**src/rtl/core/range_affine_update_sum_tree_core_defines.svh**
```systemverilog
// Assertion macros for the range affine update sum tree core.
// Used by the top level; expects signals clk and rst_n in scope.
`ifndef RANGE_AFFINE_UPDATE_SUM_TREE_CORE_DEFINES_SVH
`define RANGE_AFFINE_UPDATE_SUM_TREE_CORE_DEFINES_SVH

// Same-cycle implication, checked outside reset.
`define LSAT_ASSERT_IMP(label, ante, cons, msg) \
  label: assert property (@(posedge clk) disable iff (!rst_n) (ante) |-> (cons)) \
    else $error(msg);

// Next-cycle implication, checked outside reset.
`define LSAT_ASSERT_NXT(label, ante, cons, msg) \
  label: assert property (@(posedge clk) disable iff (!rst_n) (ante) |=> (cons)) \
    else $error(msg);

`endif

```
**src/rtl/core/lsat_pkg.sv**
```systemverilog
// Shared types, constants and codes of the range affine update sum tree core.
// No dependencies.
package lsat_pkg;

  localparam int LEAVES     = 1024;
  localparam int FRAC_BITS  = 24;
  localparam int NODE_DEPTH = 2 * LEAVES;
  localparam int NODE_AW    = $clog2(NODE_DEPTH);
  localparam int LEAF_AW    = 10;
  localparam int LC_W       = 11;
  localparam int STK_DEPTH  = 16;
  localparam int STK_AW     = $clog2(STK_DEPTH);
  localparam int ACC_W      = 64 + FRAC_BITS;

  localparam logic [63:0] FIX_ONE = 64'd1 << FRAC_BITS;

  localparam logic [1:0] OP_SET   = 2'd0;
  localparam logic [1:0] OP_MUL   = 2'd1;
  localparam logic [1:0] OP_ADD   = 2'd2;
  localparam logic [1:0] OP_QUERY = 2'd3;

  // Memory write kinds.
  localparam logic [2:0] WR_RESET = 3'd0;
  localparam logic [2:0] WR_APPLY = 3'd1;
  localparam logic [2:0] WR_CLEAN = 3'd2;
  localparam logic [2:0] WR_LEAF  = 3'd3;
  localparam logic [2:0] WR_PULL  = 3'd4;

  // Multiply steps of one tag application.
  localparam logic [1:0] MK_TOTAL  = 2'd0;
  localparam logic [1:0] MK_LEN    = 2'd1;
  localparam logic [1:0] MK_ADDEND = 2'd2;
  localparam logic [1:0] MK_FACTOR = 2'd3;

  typedef struct packed {
    logic [1:0]         operation;
    logic [LEAF_AW-1:0] range_first;
    logic [LEAF_AW-1:0] range_last;
    logic signed [63:0] operand_value;
  } lsat_in_t;

  typedef struct packed {
    logic signed [63:0] range_total;
    logic               range_error;
  } lsat_out_t;

  typedef struct packed {
    logic [63:0] total;
    logic [63:0] addend;
    logic [63:0] factor;
  } lsat_word_t;

  typedef struct packed {
    logic               in_load;
    logic               rd;
    logic               latch;
    logic               wr;
    logic [2:0]         wr_sel;
    logic [NODE_AW-1:0] addr;
    logic               tag_op;
    logic               tag_word;
    logic               mul_go;
    logic [1:0]         mul_k;
    logic [LC_W-1:0]    len;
    logic               acc_add;
    logic               lsum_load;
  } lsat_cmd_t;

  typedef struct packed {
    logic mul_done;
  } lsat_stat_t;

endpackage

```
**src/rtl/core/lsat_ctrl.sv**
```systemverilog
// Controller: range check, tree walk with an explicit frame stack, clearing pass.
// Drives the datapath by command words. Depends on lsat_pkg.
module lsat_ctrl import lsat_pkg::*; (
  input  logic             clk,
  input  logic             rst_n,
  input  logic             start,
  input  lsat_in_t         in_data,
  input  logic             cfg_we,
  input  logic [LC_W-1:0]  cfg_wdata,
  input  lsat_stat_t       stat,
  output lsat_cmd_t        cmd,
  output logic             busy,
  output logic             out_valid,
  output logic             range_error
);

  localparam logic [4:0] S_CLR     = 5'd0;
  localparam logic [4:0] S_IDLE    = 5'd1;
  localparam logic [4:0] S_CHECK   = 5'd2;
  localparam logic [4:0] S_VISIT   = 5'd3;
  localparam logic [4:0] S_AP_RD   = 5'd4;
  localparam logic [4:0] S_AP_LAT  = 5'd5;
  localparam logic [4:0] S_AP_GO   = 5'd6;
  localparam logic [4:0] S_AP_WAIT = 5'd7;
  localparam logic [4:0] S_AP_WR   = 5'd8;
  localparam logic [4:0] S_PD_RD   = 5'd9;
  localparam logic [4:0] S_PD_LAT  = 5'd10;
  localparam logic [4:0] S_PD_TAG  = 5'd11;
  localparam logic [4:0] S_PD_CLN  = 5'd12;
  localparam logic [4:0] S_CHL     = 5'd13;
  localparam logic [4:0] S_CHR     = 5'd14;
  localparam logic [4:0] S_FIN     = 5'd15;
  localparam logic [4:0] S_PU_RDL  = 5'd16;
  localparam logic [4:0] S_PU_LATL = 5'd17;
  localparam logic [4:0] S_PU_RDR  = 5'd18;
  localparam logic [4:0] S_PU_LATR = 5'd19;
  localparam logic [4:0] S_PU_WR   = 5'd20;
  localparam logic [4:0] S_Q_RD    = 5'd21;
  localparam logic [4:0] S_Q_LAT   = 5'd22;
  localparam logic [4:0] S_Q_ACC   = 5'd23;
  localparam logic [4:0] S_LEAF_WR = 5'd24;
  localparam logic [4:0] S_POP     = 5'd25;
  localparam logic [4:0] S_DONE    = 5'd26;

  localparam logic [1:0] RET_POP = 2'd0;
  localparam logic [1:0] RET_PDR = 2'd1;
  localparam logic [1:0] RET_CLN = 2'd2;

  logic [4:0]         state_r, state_nxt;
  logic [LC_W-1:0]    lc_r, lc_nxt;
  logic [1:0]         op_r, op_nxt;
  logic [LEAF_AW-1:0] first_r, first_nxt, last_r, last_nxt;
  logic               err_r, err_nxt;
  logic [NODE_AW-1:0] cur_i_r, cur_i_nxt;
  logic [LEAF_AW-1:0] cur_l_r, cur_l_nxt, cur_h_r, cur_h_nxt;
  logic [STK_AW-1:0]  sp_r, sp_nxt;
  logic [NODE_AW-1:0] ap_addr_r, ap_addr_nxt;
  logic [LC_W-1:0]    ap_len_r, ap_len_nxt;
  logic [1:0]         ap_ret_r, ap_ret_nxt;
  logic [1:0]         mk_r, mk_nxt;
  logic [NODE_AW-1:0] clr_cnt_r, clr_cnt_nxt;

  logic [NODE_AW-1:0] stk_i [STK_DEPTH];
  logic [LEAF_AW-1:0] stk_l [STK_DEPTH];
  logic [LEAF_AW-1:0] stk_h [STK_DEPTH];
  logic               stk_ph [STK_DEPTH];
  logic               push, push_ph;

  logic [LC_W-1:0]    mid_sum;
  logic [LEAF_AW-1:0] mid;
  logic [NODE_AW-1:0] left_i, right_i;
  logic [LC_W-1:0]    len_full, len_l, len_h;
  logic               covered, bad;
  logic [LC_W-1:0]    cfg_clamped;
  logic [STK_AW-1:0]  sp_top;

  always_comb begin
    mid_sum  = {1'b0, cur_l_r} + {1'b0, cur_h_r};
    mid      = mid_sum[LC_W-1:1];
    left_i   = {cur_i_r[NODE_AW-2:0], 1'b0};
    right_i  = {cur_i_r[NODE_AW-2:0], 1'b1};
    len_full = {1'b0, cur_h_r} - {1'b0, cur_l_r} + LC_W'(1);
    len_l    = {1'b0, mid} - {1'b0, cur_l_r} + LC_W'(1);
    len_h    = {1'b0, cur_h_r} - {1'b0, mid};
    covered  = (first_r <= cur_l_r) && (cur_h_r <= last_r);
    sp_top   = sp_r - STK_AW'(1);
    if (op_r == OP_SET) begin
      bad = {1'b0, first_r} >= lc_r;
    end else begin
      bad = (first_r > last_r) || ({1'b0, last_r} >= lc_r);
    end
    if (cfg_wdata == '0) begin
      cfg_clamped = LC_W'(1);
    end else if (cfg_wdata > LC_W'(LEAVES)) begin
      cfg_clamped = LC_W'(LEAVES);
    end else begin
      cfg_clamped = cfg_wdata;
    end
  end

  always_comb begin
    state_nxt   = state_r;
    lc_nxt      = lc_r;
    op_nxt      = op_r;
    first_nxt   = first_r;
    last_nxt    = last_r;
    err_nxt     = err_r;
    cur_i_nxt   = cur_i_r;
    cur_l_nxt   = cur_l_r;
    cur_h_nxt   = cur_h_r;
    sp_nxt      = sp_r;
    ap_addr_nxt = ap_addr_r;
    ap_len_nxt  = ap_len_r;
    ap_ret_nxt  = ap_ret_r;
    mk_nxt      = mk_r;
    clr_cnt_nxt = clr_cnt_r;
    push        = 1'b0;
    push_ph     = 1'b0;
    cmd         = '0;
    cmd.addr    = cur_i_r;
    cmd.len     = ap_len_r;
    cmd.mul_k   = mk_r;
    out_valid   = 1'b0;

    case (state_r)
      S_CLR: begin
        cmd.wr      = 1'b1;
        cmd.wr_sel  = WR_RESET;
        cmd.addr    = clr_cnt_r;
        clr_cnt_nxt = clr_cnt_r + NODE_AW'(1);
        if (clr_cnt_r == NODE_AW'(NODE_DEPTH - 1)) begin
          state_nxt = S_IDLE;
        end
      end
      S_IDLE: begin
        if (start) begin
          cmd.in_load = 1'b1;
          op_nxt      = in_data.operation;
          first_nxt   = in_data.range_first;
          last_nxt    = in_data.range_last;
          state_nxt   = S_CHECK;
        end
      end
      S_CHECK: begin
        err_nxt   = bad;
        // a set walks as a one-leaf range
        if (op_r == OP_SET) begin
          last_nxt = first_r;
        end
        cur_i_nxt = NODE_AW'(1);
        cur_l_nxt = '0;
        cur_h_nxt = LEAF_AW'(lc_r - LC_W'(1));
        sp_nxt    = '0;
        state_nxt = bad ? S_DONE : S_VISIT;
      end
      S_VISIT: begin
        if (covered) begin
          case (op_r)
            OP_QUERY: state_nxt = S_Q_RD;
            OP_SET:   state_nxt = S_LEAF_WR;
            default: begin
              cmd.tag_op  = 1'b1;
              ap_addr_nxt = cur_i_r;
              ap_len_nxt  = len_full;
              ap_ret_nxt  = RET_POP;
              mk_nxt      = MK_TOTAL;
              state_nxt   = S_AP_RD;
            end
          endcase
        end else begin
          state_nxt = S_PD_RD;
        end
      end
      S_AP_RD: begin
        cmd.rd    = 1'b1;
        cmd.addr  = ap_addr_r;
        state_nxt = S_AP_LAT;
      end
      S_AP_LAT: begin
        cmd.latch = 1'b1;
        state_nxt = S_AP_GO;
      end
      S_AP_GO: begin
        cmd.mul_go = 1'b1;
        state_nxt  = S_AP_WAIT;
      end
      S_AP_WAIT: begin
        if (stat.mul_done) begin
          if (mk_r == MK_FACTOR) begin
            state_nxt = S_AP_WR;
          end else begin
            mk_nxt    = mk_r + 2'd1;
            state_nxt = S_AP_GO;
          end
        end
      end
      S_AP_WR: begin
        cmd.wr     = 1'b1;
        cmd.wr_sel = WR_APPLY;
        cmd.addr   = ap_addr_r;
        case (ap_ret_r)
          RET_PDR: begin
            ap_addr_nxt = right_i;
            ap_len_nxt  = len_h;
            ap_ret_nxt  = RET_CLN;
            mk_nxt      = MK_TOTAL;
            state_nxt   = S_AP_RD;
          end
          RET_CLN: state_nxt = S_PD_CLN;
          default: state_nxt = S_POP;
        endcase
      end
      S_PD_RD: begin
        cmd.rd    = 1'b1;
        state_nxt = S_PD_LAT;
      end
      S_PD_LAT: begin
        cmd.latch = 1'b1;
        state_nxt = S_PD_TAG;
      end
      S_PD_TAG: begin
        cmd.tag_word = 1'b1;
        ap_addr_nxt  = left_i;
        ap_len_nxt   = len_l;
        ap_ret_nxt   = RET_PDR;
        mk_nxt       = MK_TOTAL;
        state_nxt    = S_AP_RD;
      end
      S_PD_CLN: begin
        cmd.wr     = 1'b1;
        cmd.wr_sel = WR_CLEAN;
        state_nxt  = S_CHL;
      end
      S_CHL: begin
        if (first_r <= mid) begin
          push      = 1'b1;
          push_ph   = 1'b0;
          sp_nxt    = sp_r + STK_AW'(1);
          cur_i_nxt = left_i;
          cur_h_nxt = mid;
          state_nxt = S_VISIT;
        end else begin
          state_nxt = S_CHR;
        end
      end
      S_CHR: begin
        if (last_r > mid) begin
          push      = 1'b1;
          push_ph   = 1'b1;
          sp_nxt    = sp_r + STK_AW'(1);
          cur_i_nxt = right_i;
          cur_l_nxt = mid + LEAF_AW'(1);
          state_nxt = S_VISIT;
        end else begin
          state_nxt = S_FIN;
        end
      end
      S_FIN: begin
        state_nxt = (op_r == OP_QUERY) ? S_POP : S_PU_RDL;
      end
      S_PU_RDL: begin
        cmd.rd    = 1'b1;
        cmd.addr  = left_i;
        state_nxt = S_PU_LATL;
      end
      S_PU_LATL: begin
        cmd.latch = 1'b1;
        state_nxt = S_PU_RDR;
      end
      S_PU_RDR: begin
        cmd.rd        = 1'b1;
        cmd.addr      = right_i;
        cmd.lsum_load = 1'b1;
        state_nxt     = S_PU_LATR;
      end
      S_PU_LATR: begin
        cmd.latch = 1'b1;
        state_nxt = S_PU_WR;
      end
      S_PU_WR: begin
        cmd.wr     = 1'b1;
        cmd.wr_sel = WR_PULL;
        state_nxt  = S_POP;
      end
      S_Q_RD: begin
        cmd.rd    = 1'b1;
        state_nxt = S_Q_LAT;
      end
      S_Q_LAT: begin
        cmd.latch = 1'b1;
        state_nxt = S_Q_ACC;
      end
      S_Q_ACC: begin
        cmd.acc_add = 1'b1;
        state_nxt   = S_POP;
      end
      S_LEAF_WR: begin
        cmd.wr     = 1'b1;
        cmd.wr_sel = WR_LEAF;
        state_nxt  = S_POP;
      end
      S_POP: begin
        if (sp_r == '0) begin
          state_nxt = S_DONE;
        end else begin
          // resume the parent after the child just finished
          sp_nxt    = sp_top;
          cur_i_nxt = stk_i[sp_top];
          cur_l_nxt = stk_l[sp_top];
          cur_h_nxt = stk_h[sp_top];
          state_nxt = stk_ph[sp_top] ? S_FIN : S_CHR;
        end
      end
      S_DONE: begin
        out_valid = 1'b1;
        state_nxt = S_IDLE;
      end
      default: state_nxt = S_IDLE;
    endcase

    // new shape: restart the clearing pass
    if (cfg_we) begin
      lc_nxt      = cfg_clamped;
      clr_cnt_nxt = '0;
      state_nxt   = S_CLR;
    end
  end

  always_ff @(posedge clk) begin
    if (!rst_n) begin
      state_r   <= S_CLR;
      clr_cnt_r <= '0;
      lc_r      <= LC_W'(LEAVES);
      sp_r      <= '0;
      mk_r      <= MK_TOTAL;
      ap_ret_r  <= RET_POP;
      err_r     <= 1'b0;
    end else begin
      state_r   <= state_nxt;
      clr_cnt_r <= clr_cnt_nxt;
      lc_r      <= lc_nxt;
      sp_r      <= sp_nxt;
      mk_r      <= mk_nxt;
      ap_ret_r  <= ap_ret_nxt;
      err_r     <= err_nxt;
    end
  end

  always_ff @(posedge clk) begin
    op_r      <= op_nxt;
    first_r   <= first_nxt;
    last_r    <= last_nxt;
    cur_i_r   <= cur_i_nxt;
    cur_l_r   <= cur_l_nxt;
    cur_h_r   <= cur_h_nxt;
    ap_addr_r <= ap_addr_nxt;
    ap_len_r  <= ap_len_nxt;
    if (push) begin
      stk_i[sp_r]  <= cur_i_r;
      stk_l[sp_r]  <= cur_l_r;
      stk_h[sp_r]  <= cur_h_r;
      stk_ph[sp_r] <= push_ph;
    end
  end

  assign busy        = (state_r != S_IDLE);
  assign range_error = err_r;

endmodule

```
**config.mk**
```make
export PLATFORM = sky130hd
export DESIGN_NAME = lsat_ctrl
export DESIGN_NICKNAME = d
export VERILOG_FILES = /design/src/rtl/core/range_affine_update_sum_tree_core_defines.svh /design/src/rtl/core/lsat_pkg.sv /design/src/rtl/core/lsat_ctrl.sv
export SDC_FILE = /design/constraint.sdc
export NUM_CORES = 1
export LEC_CHECK = 0
export BUFFER_PORTS_ARGS = -buffer_cell sky130_fd_sc_hd__buf_2
export CAP_MARGIN = 5
export CORE_ASPECT_RATIO = 0.7
export CORE_MARGIN = 2
export CORE_UTILIZATION = 28
export DETAILED_ROUTE_END_ITERATION = 6
export GPL_TIMING_DRIVEN = 0
export PLACE_DENSITY_LB_ADDON = 0.1
export SLEW_MARGIN = 20
export SYNTH_ARGS = -nofsm -noshare
export SYNTH_HDL_FRONTEND = slang
export SYNTH_SLANG_ARGS = --single-unit
```
**constraint.sdc**
```tcl
create_clock -name clk -period 7.02 [get_ports clk]
set_input_delay 0.702 -clock clk [delete_from_list [all_inputs] [get_ports clk]]
set_output_delay 0.702 -clock clk [all_outputs]
set_load 0.02 [all_outputs]
```
Yosys cells after proc, flatten, opt, wreduce, memory -nomap -nowiden
Memories as Yosys holds them, arrays and structs flattened.
Index checks and enable logic that the tools add are counted.
{ "classes": {"n_bitwise": 1, "magnitude_cmp": 8, "reduce_logical": 26, "n_mux": 70, "n_addsub": 12, "eq_ne": 43} }
{ "op_table": {"columns": ["op", "n"], "rows": [
  ["$mux W11", 11],
  ["$pmux W5 S24", 1],
  ["$pmux W11 S4", 2],
  ["$pmux W11 S3", 2],
  ["$mux W10", 6],
  ["$pmux W10 S3", 2],
  ["$eq A5 B5 Y1 const B", 11],
  ["$eq A5 B4 Y1 const B", 8],
  ["$add A11 B1 Y11 const B", 3],
  ["$sub A10 B10 Y11", 3],
  ["$le A10 B10 Y1", 3],
  ["$mux W5", 6],
  ["$mux W4", 7],
  ["$ge A10 B11 Y1", 2],
  ["$eq A5 B3 Y1 const B", 4],
  ["$gt A10 B10 Y1", 2],
  ["$ne A2 B2 Y1 const B", 10],
  ["$pmux W10 S2", 1],
  ["$pmux W4 S5", 1],
  ["$pmux W5 S2", 2],
  ["$mux W1", 19],
  ["$pmux W4 S4", 1],
  ["$mux W2", 6],
  ["$reduce_and A3 Y1", 4],
  ["other kinds (33)", 43]
]} }
{ "totals": {"n_memories": 4, "ramBits": 512, "out_inout_bits": 39, "ff_bits": 111} }
{ "memory_table": {"columns": ["memory", "depth", "word_bits", "rd", "rd_ports_with_merged_regs", "wr", "line", "text"], "rows": [
  ["stk_i", 16, 11, 1, 0, 1, "lsat_ctrl.sv:63", "logic [NODE_AW-1:0] stk_i [STK_DEPTH];"],
  ["stk_h", 16, 10, 1, 0, 1, "lsat_ctrl.sv:65", "logic [LEAF_AW-1:0] stk_h [STK_DEPTH];"],
  ["stk_l", 16, 10, 1, 0, 1, "lsat_ctrl.sv:64", "logic [LEAF_AW-1:0] stk_l [STK_DEPTH];"],
  ["stk_ph", 16, 1, 1, 0, 1, "lsat_ctrl.sv:66", "logic stk_ph [STK_DEPTH];"]
]} }

Longest topological paths before layout
Gate-level depths: netlist (run 1).
{ "depth": {"depth_word": 6, "ltp_mapped": 20, "depth_no_buf": 19} }

Least setup slack after synthesis (run 1)
No wires, ideal clock.
{ "synth_timing": {"path_type": "register -> register", "startpoint": "register cur_h_r[0]", "endpoint": "memory stk_h[7][0] (enable)", "setup_ps": 468, "slack_ps": 373, "n_path_buf": 0, "stages_incl_launch_ff": 19, "t_arrival_ps": 6179, "required_time_ps": 6552, "synth_period_minus_slack_ps": 6647, "path_cell_list": "edfxtp_1 > ha_1 > inv_1 > fa_1 > nor3_1 > nor3_1 > o21bai_1 > a21oi_1 > xor2_1 > inv_1 > ha_1 > nor2b_1 > a31o_2 > a221oi_1 > o211ai_1 > a221oi_2 > o21bai_1 > o21a_1 > nor3b_1"} }
{ "synth_between": {"elab_chain_len": 6} }
{ "synth_lines": {"columns": ["item", "line", "text"], "rows": [
  ["start: declaration", "lsat_ctrl.sv:55", "logic [LEAF_AW-1:0] cur_l_r, cur_l_nxt, cur_h_r, cur_h_nxt;"],
  ["start signal: assignment", "lsat_ctrl.sv:355", "cur_h_r <= cur_h_nxt;"],
  ["$add A10 B10 Y11 *", "lsat_ctrl.sv:78", "mid_sum = {1'b0, cur_l_r} + {1'b0, cur_h_r};"],
  ["$gt A10 B10 Y1 or $le A10 B10 Y1 (tied branches)", "lsat_ctrl.sv:247, lsat_ctrl.sv:235", null],
  ["$mux W1, on equally long branches", "lsat_ctrl.sv:247, lsat_ctrl.sv:235", null],
  ["$pmux W1 S2 *", "lsat_ctrl.sv:125", "case (state_r)"],
  ["$mux W1 *", "lsat_ctrl.sv:358", "if (push) begin"],
  ["$mux W1 (not written as such) *", "lsat_ctrl.sv:361", "stk_h[sp_r] <= cur_h_r;"],
  ["end: declaration", "lsat_ctrl.sv:65", null]
]} }
Every way passes the cells marked *; elsewhere a longest branch is shown, timed or not.

Worst setup path after layout (run 1)
{ "layout_timing": {"startpoint": "register cur_h_r[4]", "endpoint": "memory stk_l[6][6] (enable)"} }
{ "layout_between": {"elab_chain_len": 6} }
{ "layout_lines": {"columns": ["item", "line", "text"], "rows": [
  ["$add A10 B10 Y11 *", "lsat_ctrl.sv:78", null],
  ["$gt A10 B10 Y1 or $le A10 B10 Y1 (tied branches)", "lsat_ctrl.sv:247, lsat_ctrl.sv:235", null],
  ["$mux W1, on equally long branches", "lsat_ctrl.sv:247, lsat_ctrl.sv:235", null],
  ["$pmux W1 S2 *", "lsat_ctrl.sv:125", null],
  ["$mux W1 *", "lsat_ctrl.sv:358", null],
  ["$mux W1 (not written as such) *", "lsat_ctrl.sv:360", "stk_l[sp_r] <= cur_l_r;"],
  ["end: declaration", "lsat_ctrl.sv:64", null]
]} }
Marks and branches as above.

==> reports/metrics.cfg, run 1 <==
[worst_setup_path]
cp_num_buf_inv = 5
cp_slowest_cell = edfxtp_1
timing.rr.start = cur_h_r[4]
cp_common_cell = buf_4
worst_setup_path_start_kind = flop
cp.arrival_ps = 7000
critical_path_class = flop to flop
crit_path_max_incr_delay_ps = 780
cp_cell_sequence = ha_1 > inv_1 > a21oi_1 > nand2_1 > a21oi_1 > o21bai_1 > xnor2_2 > ha_1 > and4_1 > o2111ai_1 > a22oi_1 > mux2i_1 > nand2_1 > o21a_1 > nor3b_2 > buf_4 > buf_4 > buf_6 > buf_4
end_kind = flop
critPathTopFamily = compound AO/OA/AOI/OAI gates
cp-startpoint = cur_h_r[4]
required_ps = 7370
cp_max_fo = 22
worst-r2r-setup-slack_ps = 370

[layout]
seq_area_sq_um = 18300
drive_gt1_frac = 0.189
fillCellCount = 10000
multi_input_area_sq_um = 10200
nNetsFinal = 2448
area_growth_pct = 18.3

[sta]
layout_min_cycle_time_ps = 6650
min_period_over_period = 0.948
worst_slew_pin_slew_ps = 1180
clock_skew_ps = 28.2
finalHoldViolations = 0
slew_headroom = 0.213
fmax_mhz = 150
finalWorstSetupSlack_ps = 367
final-setup-viol-count = 0
slew_violations = 0
rsz0062_at_grt = false

[yosys]
yosysSeqAreaShare = 0.631
ys_ff_latch = 623
ys_warn_count = 0
synth_ff_type = edfxtp_1
async_flop_share = 0
synth_area_per_cell_sq_um = 14.6
synthCells = 1994
synth-edff-count = 587
netlist-cell-type-count = 79
syn_nets = 2232
synth_area_sq_um = 29100

[clock_tree]
path_clk_slew_ps = 70
h-tree-depth = 2
cts_tree = built
cts_buffer_depth = 3
hold_buffers = 0
clk_latency_ps = 670
cts_root_buffer = clkbuf_16
cts_buffers = 61
cts_sinks = 623

[route]
wl_per_cell_um = 26.5
drt_pass1_iterations = 6
wirelength_um = 95700
drc = 0
viasPerCell = 5.16
ant_nets = 0
dr_total_vias = 18600
first_iter_violations = 1734

[pwr]
fin_total_pwr_mw = 7.50
power.clock.fraction = 0.456
ir_drop_v = 0.000170
combinationalPowerShare = 0.009
p_int_mw = 5.98
power_density_nw_per_um2 = 218
seqPwrFrac = 0.535
p_sw_mw = 1.52
power.leakage_nw = 11.8
sw_frac_of_total = 0.203

[worst_hold_path]
hold_class = input pin to flop
hp-start = in_data[76]

[placed_design]
io_buffers = 76
place.gp.congestion = 0.849
pre_cts_ws_ps = -285
place_hpwl_um = 68700

[floorplanning]
io_pins = 141
core_sq_um = 103000
fp-row-count = 98
start_util = 0.284
fp.dieW_um = 389
die-area_sq_um = 106000
die_h_um = 274

[grt]
track_usage = 0.177
grt_max_degree = 24
grt_overflow = 0
grt_pass1_wl_um = 135000
grt_pass1_vias = 18400
antenna_found_initial = 3

[flow_run]
cap_violations = 0

[status]
status = completed

power by group through the flow:
stage / logic (mW) / clock network (mW) / registers, mW
2_1_floorplan: 0.0397 / 0 / 4.09
3_3_place_gp: 0.0674 / 0 / 4.09
3_5_place_dp: 0.0687 / 0 / 4.09
4_1_cts: 0.0689 / 3.50 / 4.01
5_1_grt: 0.0770 / 3.64 / 4.01
6_report: 0.0704 / 3.42 / 4.01
per-stage QoR:
stage                     cell area [sq um]  hold WS, ps  setup TNS [ps]   util  instances
after floorplan                       29100          444               0      -       1994
after global placement                31100          459        -1880270  0.304       3420
after detailed placement              32100          469          -16040  0.313       3470
after CTS                             34200          173               0  0.334       3590
after global routing                  34400          189               0  0.335       3609
final                                 34400          208               0  0.335       3610
routing by layer:
layer | wire length (um) | vias to the layer above | GRT usage
met5 | 0 | - | 0
li1 | - | 8184 | -
met2 | 40400 | 539 | 0.256
met4 | 1450 | 0 | 0.0325
met3 | 5140 | 109 | 0.0233
met1 | 48700 | 9790 | 0.281
placed cells by master (no fill, tap or decap), drive strengths merged, types with 8 or more instances in the layout:
cell type	instances
edfxtp	587
nand2	241
buf	178
clkbuf	143
ha	132
mux4	131
inv	86
nor2	86
o21ai	74
a21oi	74
nand3	55
dfxtp	36
xnor2	36
nor3	28
mux2i	25
xor2	25
a21o	24
nor2b	23
nand4	20
clkinv	20
nand2b	16
o22ai	15
and3	15
o221ai	15
nand3b	11
o21a	10
a222oi	10
and2	9
a31oi	9
a22oi	9
bufinv	9
nor4	8
o211ai	8
cells in the mapped netlist (all sizes together), types with 11 or more instances:
cell / n / area (sq um)
nor2: 86 / 323
mux4: 131 / 2950
mux2i: 25 / 250
o22ai: 15 / 93.8
a21o: 24 / 180
edfxtp: 587 / 17600
nor3: 28 / 145
xor2: 25 / 219
nand3b: 11 / 82.6
nand4: 20 / 125
and3: 15 / 93.8
buf: 26 / 118
o221ai: 15 / 131
dfxtp: 36 / 721
nand2: 241 / 905
inv: 82 / 308
a21oi: 74 / 370
nor2b: 23 / 146
ha: 132 / 1650
xnor2: 36 / 315
clkbuf: 64 / 240
nand3: 55 / 275
nand2b: 16 / 100
o21ai: 74 / 370
cell families (layout without fill, tap and decap cells):
| kind of cell | Yosys count | in the layout | share of synthesized area |
|---|---|---|---|
| AO/OA/AOI/OAI | 306 | 306 | 0.0707 |
| XOR/XNOR | 61 | 61 | 0.0184 |
| adder cells (fa/ha/maj) | 137 | 137 | 0.0599 |
| buffers and inverters | 173 | 438 | 0.0230 |
| flip-flops | 623 | 623 | 0.631 |
| multiplexers | 156 | 156 | 0.110 |
| other | 0 | 1 | 0 |
| AND/OR/NAND/NOR | 538 | 538 | 0.0865 |
registers in the layout, indices dropped and copies added, names as in the netlist:
signal and cells:
ap_addr_r 11, ap_len_r 11, ap_ret_r 2, clr_cnt_r 11, cur_h_r 10, cur_i_r 11, cur_l_r 10, first_r 10
last_r 10, lc_r 11, mk_r 2, op_r 2, range_error 1, sp_r 4, state_r 5, stk_h 160
stk_i 176, stk_l 160, stk_ph 16
layout make-up:
cell class	instances	share of cell area
multi-input combinational	1198	0.297
antenna	1	0.0000728
tap	1350	0.0492
clock inverter	33	0.0128
buffer	89	0.0106
clock buffer	79	0.0464
sequential	623	0.534
inverter	83	0.00907
timing repair buffer	154	0.0409
worst paths after layout:
path | end | cells past startpoint
worst min-delay path | first_r[2] | 1
worst max-delay path | stk_l[6][6] | 19
worst min register to register | ap_ret_r[1] | 2
worst max register to register | stk_l[6][6] | 19
repair_timing:
action                                 CTS  global route
resized for setup                        1             4
setup endpoints to repair              210           325
endpoints found under the hold margin    0             0
setup buffers                            8            20
cloned                                   0             0
pin swaps                                1             0
(Power assumes the default switching activity.)
==> inputs of run 2 (changes only) <==
--- a/config.mk
+++ b/config.mk
@@ -13,6 +13,7 @@
 export DETAILED_ROUTE_END_ITERATION = 6
 export GPL_TIMING_DRIVEN = 0
 export PLACE_DENSITY_LB_ADDON = 0.1
+export RECOVER_POWER = 100
 export SLEW_MARGIN = 20
 export SYNTH_ARGS = -nofsm -noshare
 export SYNTH_HDL_FRONTEND = slang
==> constraint.sdc (replaced) <==
create_clock -name clk -period 7.02 [get_ports clk]
set_input_delay 0.702 -clock clk [delete_from_list [all_inputs] [get_ports clk]]
set_output_delay 0.702 -clock clk [all_outputs]
set_load 0.005 [all_outputs]
==> reports/metrics.cfg, run 2 (same netlist as run 1, synthesis figures left out) <==
[status]
status = finished, violations left  ; was completed
violations = capacitance limit, slew limit

[worst_setup_path]
end_kind = flop  ; unchanged
worstSetupPathDepth = 17  ; was 19
crit_path_max_incr_delay_ps = 770  ; was 780 ps
worst-r2r-setup-slack_ps = 330  ; was 370 ps
cp.arrival_ps = 7030  ; was 7000 ps
cp_max_fo = 22  ; unchanged
cp_cell_sequence = ha_1 > inv_1 > a21oi_1 > nand2_1 > a21oi_1 > o21bai_1 > xnor2_2 > ha_1 > and4_1 > o2111ai_1 > a22oi_1 > mux2i_1 > nand2_1 > o21a_1 > clkbuf_2 > nor2_1 > buf_12  ; was ha_1 > inv_1 > a21oi_1 > nand2_1 > a21oi_1 > o21bai_1 > xnor2_2 > ha_1 > and4_1 > o2111ai_1 > a22oi_1 > mux2i_1 > nand2_1 > o21a_1 > nor3b_2 > buf_4 > buf_4 > buf_6 > buf_4
crit_path_end = stk_h[9][7]  ; was stk_l[6][6]
rr_worst_depth = 17  ; was 19
cp-startpoint = cur_h_r[4]  ; unchanged
critPathTopFamily = simple AND/OR/NAND/NOR gates  ; was compound AO/OA/AOI/OAI gates
worst_setup_path_start_kind = flop  ; unchanged
cp_slowest_cell = edfxtp_1  ; unchanged
required_ps = 7370  ; about the same
timing.rr.end = stk_h[9][7]  ; was stk_l[6][6]
critical_path_class = flop to flop  ; unchanged
cp_num_buf_inv = 3  ; was 5
timing.rr.start = cur_h_r[4]  ; unchanged

[floorplanning]
die_h_um = 274  ; unchanged
fp.dieW_um = 389  ; unchanged
start_util = 0.284  ; unchanged
core_sq_um = 103000  ; unchanged
fp-row-count = 98  ; unchanged
io_pins = 141  ; unchanged
die-area_sq_um = 106000  ; unchanged

[worst_hold_path]
hold_class = input pin to flop  ; unchanged
min_path_cells = 1  ; unchanged

[pwr]
fin_total_pwr_mw = 7.50  ; about the same
p_sw_mw = 1.52  ; about the same
power_density_nw_per_um2 = 220  ; was 218 nW/um^2
power.clock.fraction = 0.456  ; about the same
sw_frac_of_total = 0.203  ; about the same
power.leakage_nw = 11.6  ; was 11.8 nW
p_int_mw = 5.98  ; about the same
seqPwrFrac = 0.535  ; about the same
ir_drop_v = 0.000170  ; about the same
combinationalPowerShare = 0.009  ; about the same

[flow_run]
cap_violations = 1  ; was 0

[layout]
final_cells = 3610  ; unchanged
largest_reg_flops = 176  ; unchanged
multi_input_area_sq_um = 10200  ; about the same
reg_top3 = stk_i (176), stk_h (160), stk_l (160)  ; unchanged
area_growth_pct = 17.2  ; was 18.3%
finalInstanceArea_sq_um = 34100  ; was 34400 sq um
top_register = stk_i  ; unchanged
seq_area_sq_um = 18300  ; unchanged
fin_util = 0.332  ; was 0.335
layout_commonest_cell = edfxtp_1  ; unchanged
nNetsFinal = 2448  ; unchanged
most-common-layout-cells = 587 x edfxtp_1, 241 x nand2_1, 132 x ha_1  ; unchanged
fillCellCount = 10100  ; was 10000
drive_gt1_frac = 0.166  ; was 0.189

[sta]
slew_violations = 15  ; was 0
layout_min_cycle_time_ps = 6690  ; was 6650 ps
slew_headroom = -0.0258  ; was 0.213
tns_ps = 0  ; unchanged
finalHoldViolations = 0  ; unchanged
min_period_over_period = 0.952  ; was 0.948
final-setup-viol-count = 0  ; unchanged
clock_skew_ps = 23.6  ; was 28.2 ps
fmax_mhz = 150  ; about the same
rsz0062_at_grt = false  ; unchanged
whs_ps = 210  ; was 208 ps
finalWorstSetupSlack_ps = 335  ; was 367 ps
worst_slew_pin_slew_ps = 1530  ; was 1180 ps

[route]
drt_pass1_iterations = 7  ; was 6
wl_per_cell_um = 26.5  ; about the same
viasPerCell = 5.12  ; was 5.16
ant_nets = 0  ; unchanged
wirelength_um = 95800  ; was 95700 um
drc = 0  ; unchanged
first_iter_violations = 1769  ; was 1734
dr_total_vias = 18500  ; was 18600

[grt]
antenna_found_initial = 3  ; unchanged
grt_max_degree = 24  ; unchanged
grt_overflow = 0  ; unchanged
grt_pass1_wl_um = 135000  ; unchanged
grt_pass1_vias = 18400  ; unchanged
track_usage = 0.177  ; unchanged

[placed_design]
dp_cells = 3470  ; unchanged
place_hpwl_um = 68700  ; unchanged
placed_area_sq_um = 32100  ; unchanged
place.gp.congestion = 0.849  ; unchanged
io_buffers = 76  ; unchanged
pre_cts_ws_ps = -285  ; unchanged

[clock_tree]
cts_sinks = 623  ; unchanged
cts_root_buffer = clkbuf_16  ; unchanged
cts_buffer_depth = 3  ; unchanged
cts_tree = built  ; unchanged
cts_buffers = 61  ; unchanged
path_clk_slew_ps = 70  ; about the same
h-tree-depth = 2  ; unchanged
clk_latency_ps = 660  ; was 670 ps

[run 2: power by group through the flow]
stage,logic [mW],registers [mW],clock network (mW)
3_3_place_gp,0.0668,4.09,0
6_report,0.0689,4.01,3.42
4_1_cts,0.0683,4.01,3.50
3_5_place_dp,0.0680,4.09,0
5_1_grt,0.0760,4.01,3.64
2_1_floorplan,0.0390,4.09,0
[run 2: per-layer routing]
layer	track usage	wire [um]	up-vias
met5	0	0	-
met4	0.0325	1400	0
met3	0.0233	4960	104
met2	0.256	40400	505
met1	0.281	49000	9691
li1	-	-	8178
[run 2: worst min-delay path by stage]
stage               slack, ps     endpoint        start
floorplan                 440  ap_ret_r[1]  ap_ret_r[1]
finish                    210   first_r[2]  in_data[76]
global route              190   first_r[0]  in_data[74]
global placement          460  ap_ret_r[1]  ap_ret_r[1]
detailed placement        470  ap_ret_r[1]  ap_ret_r[1]
CTS                       170   first_r[2]  in_data[76]
[run 2: repair_timing]
item	CTS	global route
endpoints found under the setup margin	210	325
pin swaps	1	0
buffers inserted	8	20
resized for setup	1	4
hold buffers	0	0
[run 2: layout make-up]
cell class,count,area share
plain buffers,89,0.0105
diodes,1,0.0000735
clock inverters,33,0.0129
clock buffers,79,0.0468
multi-input cells,1198,0.298
inverters,83,0.00914
well taps,1350,0.0496
flip-flops and latches,623,0.539
repair buffers,154,0.0342
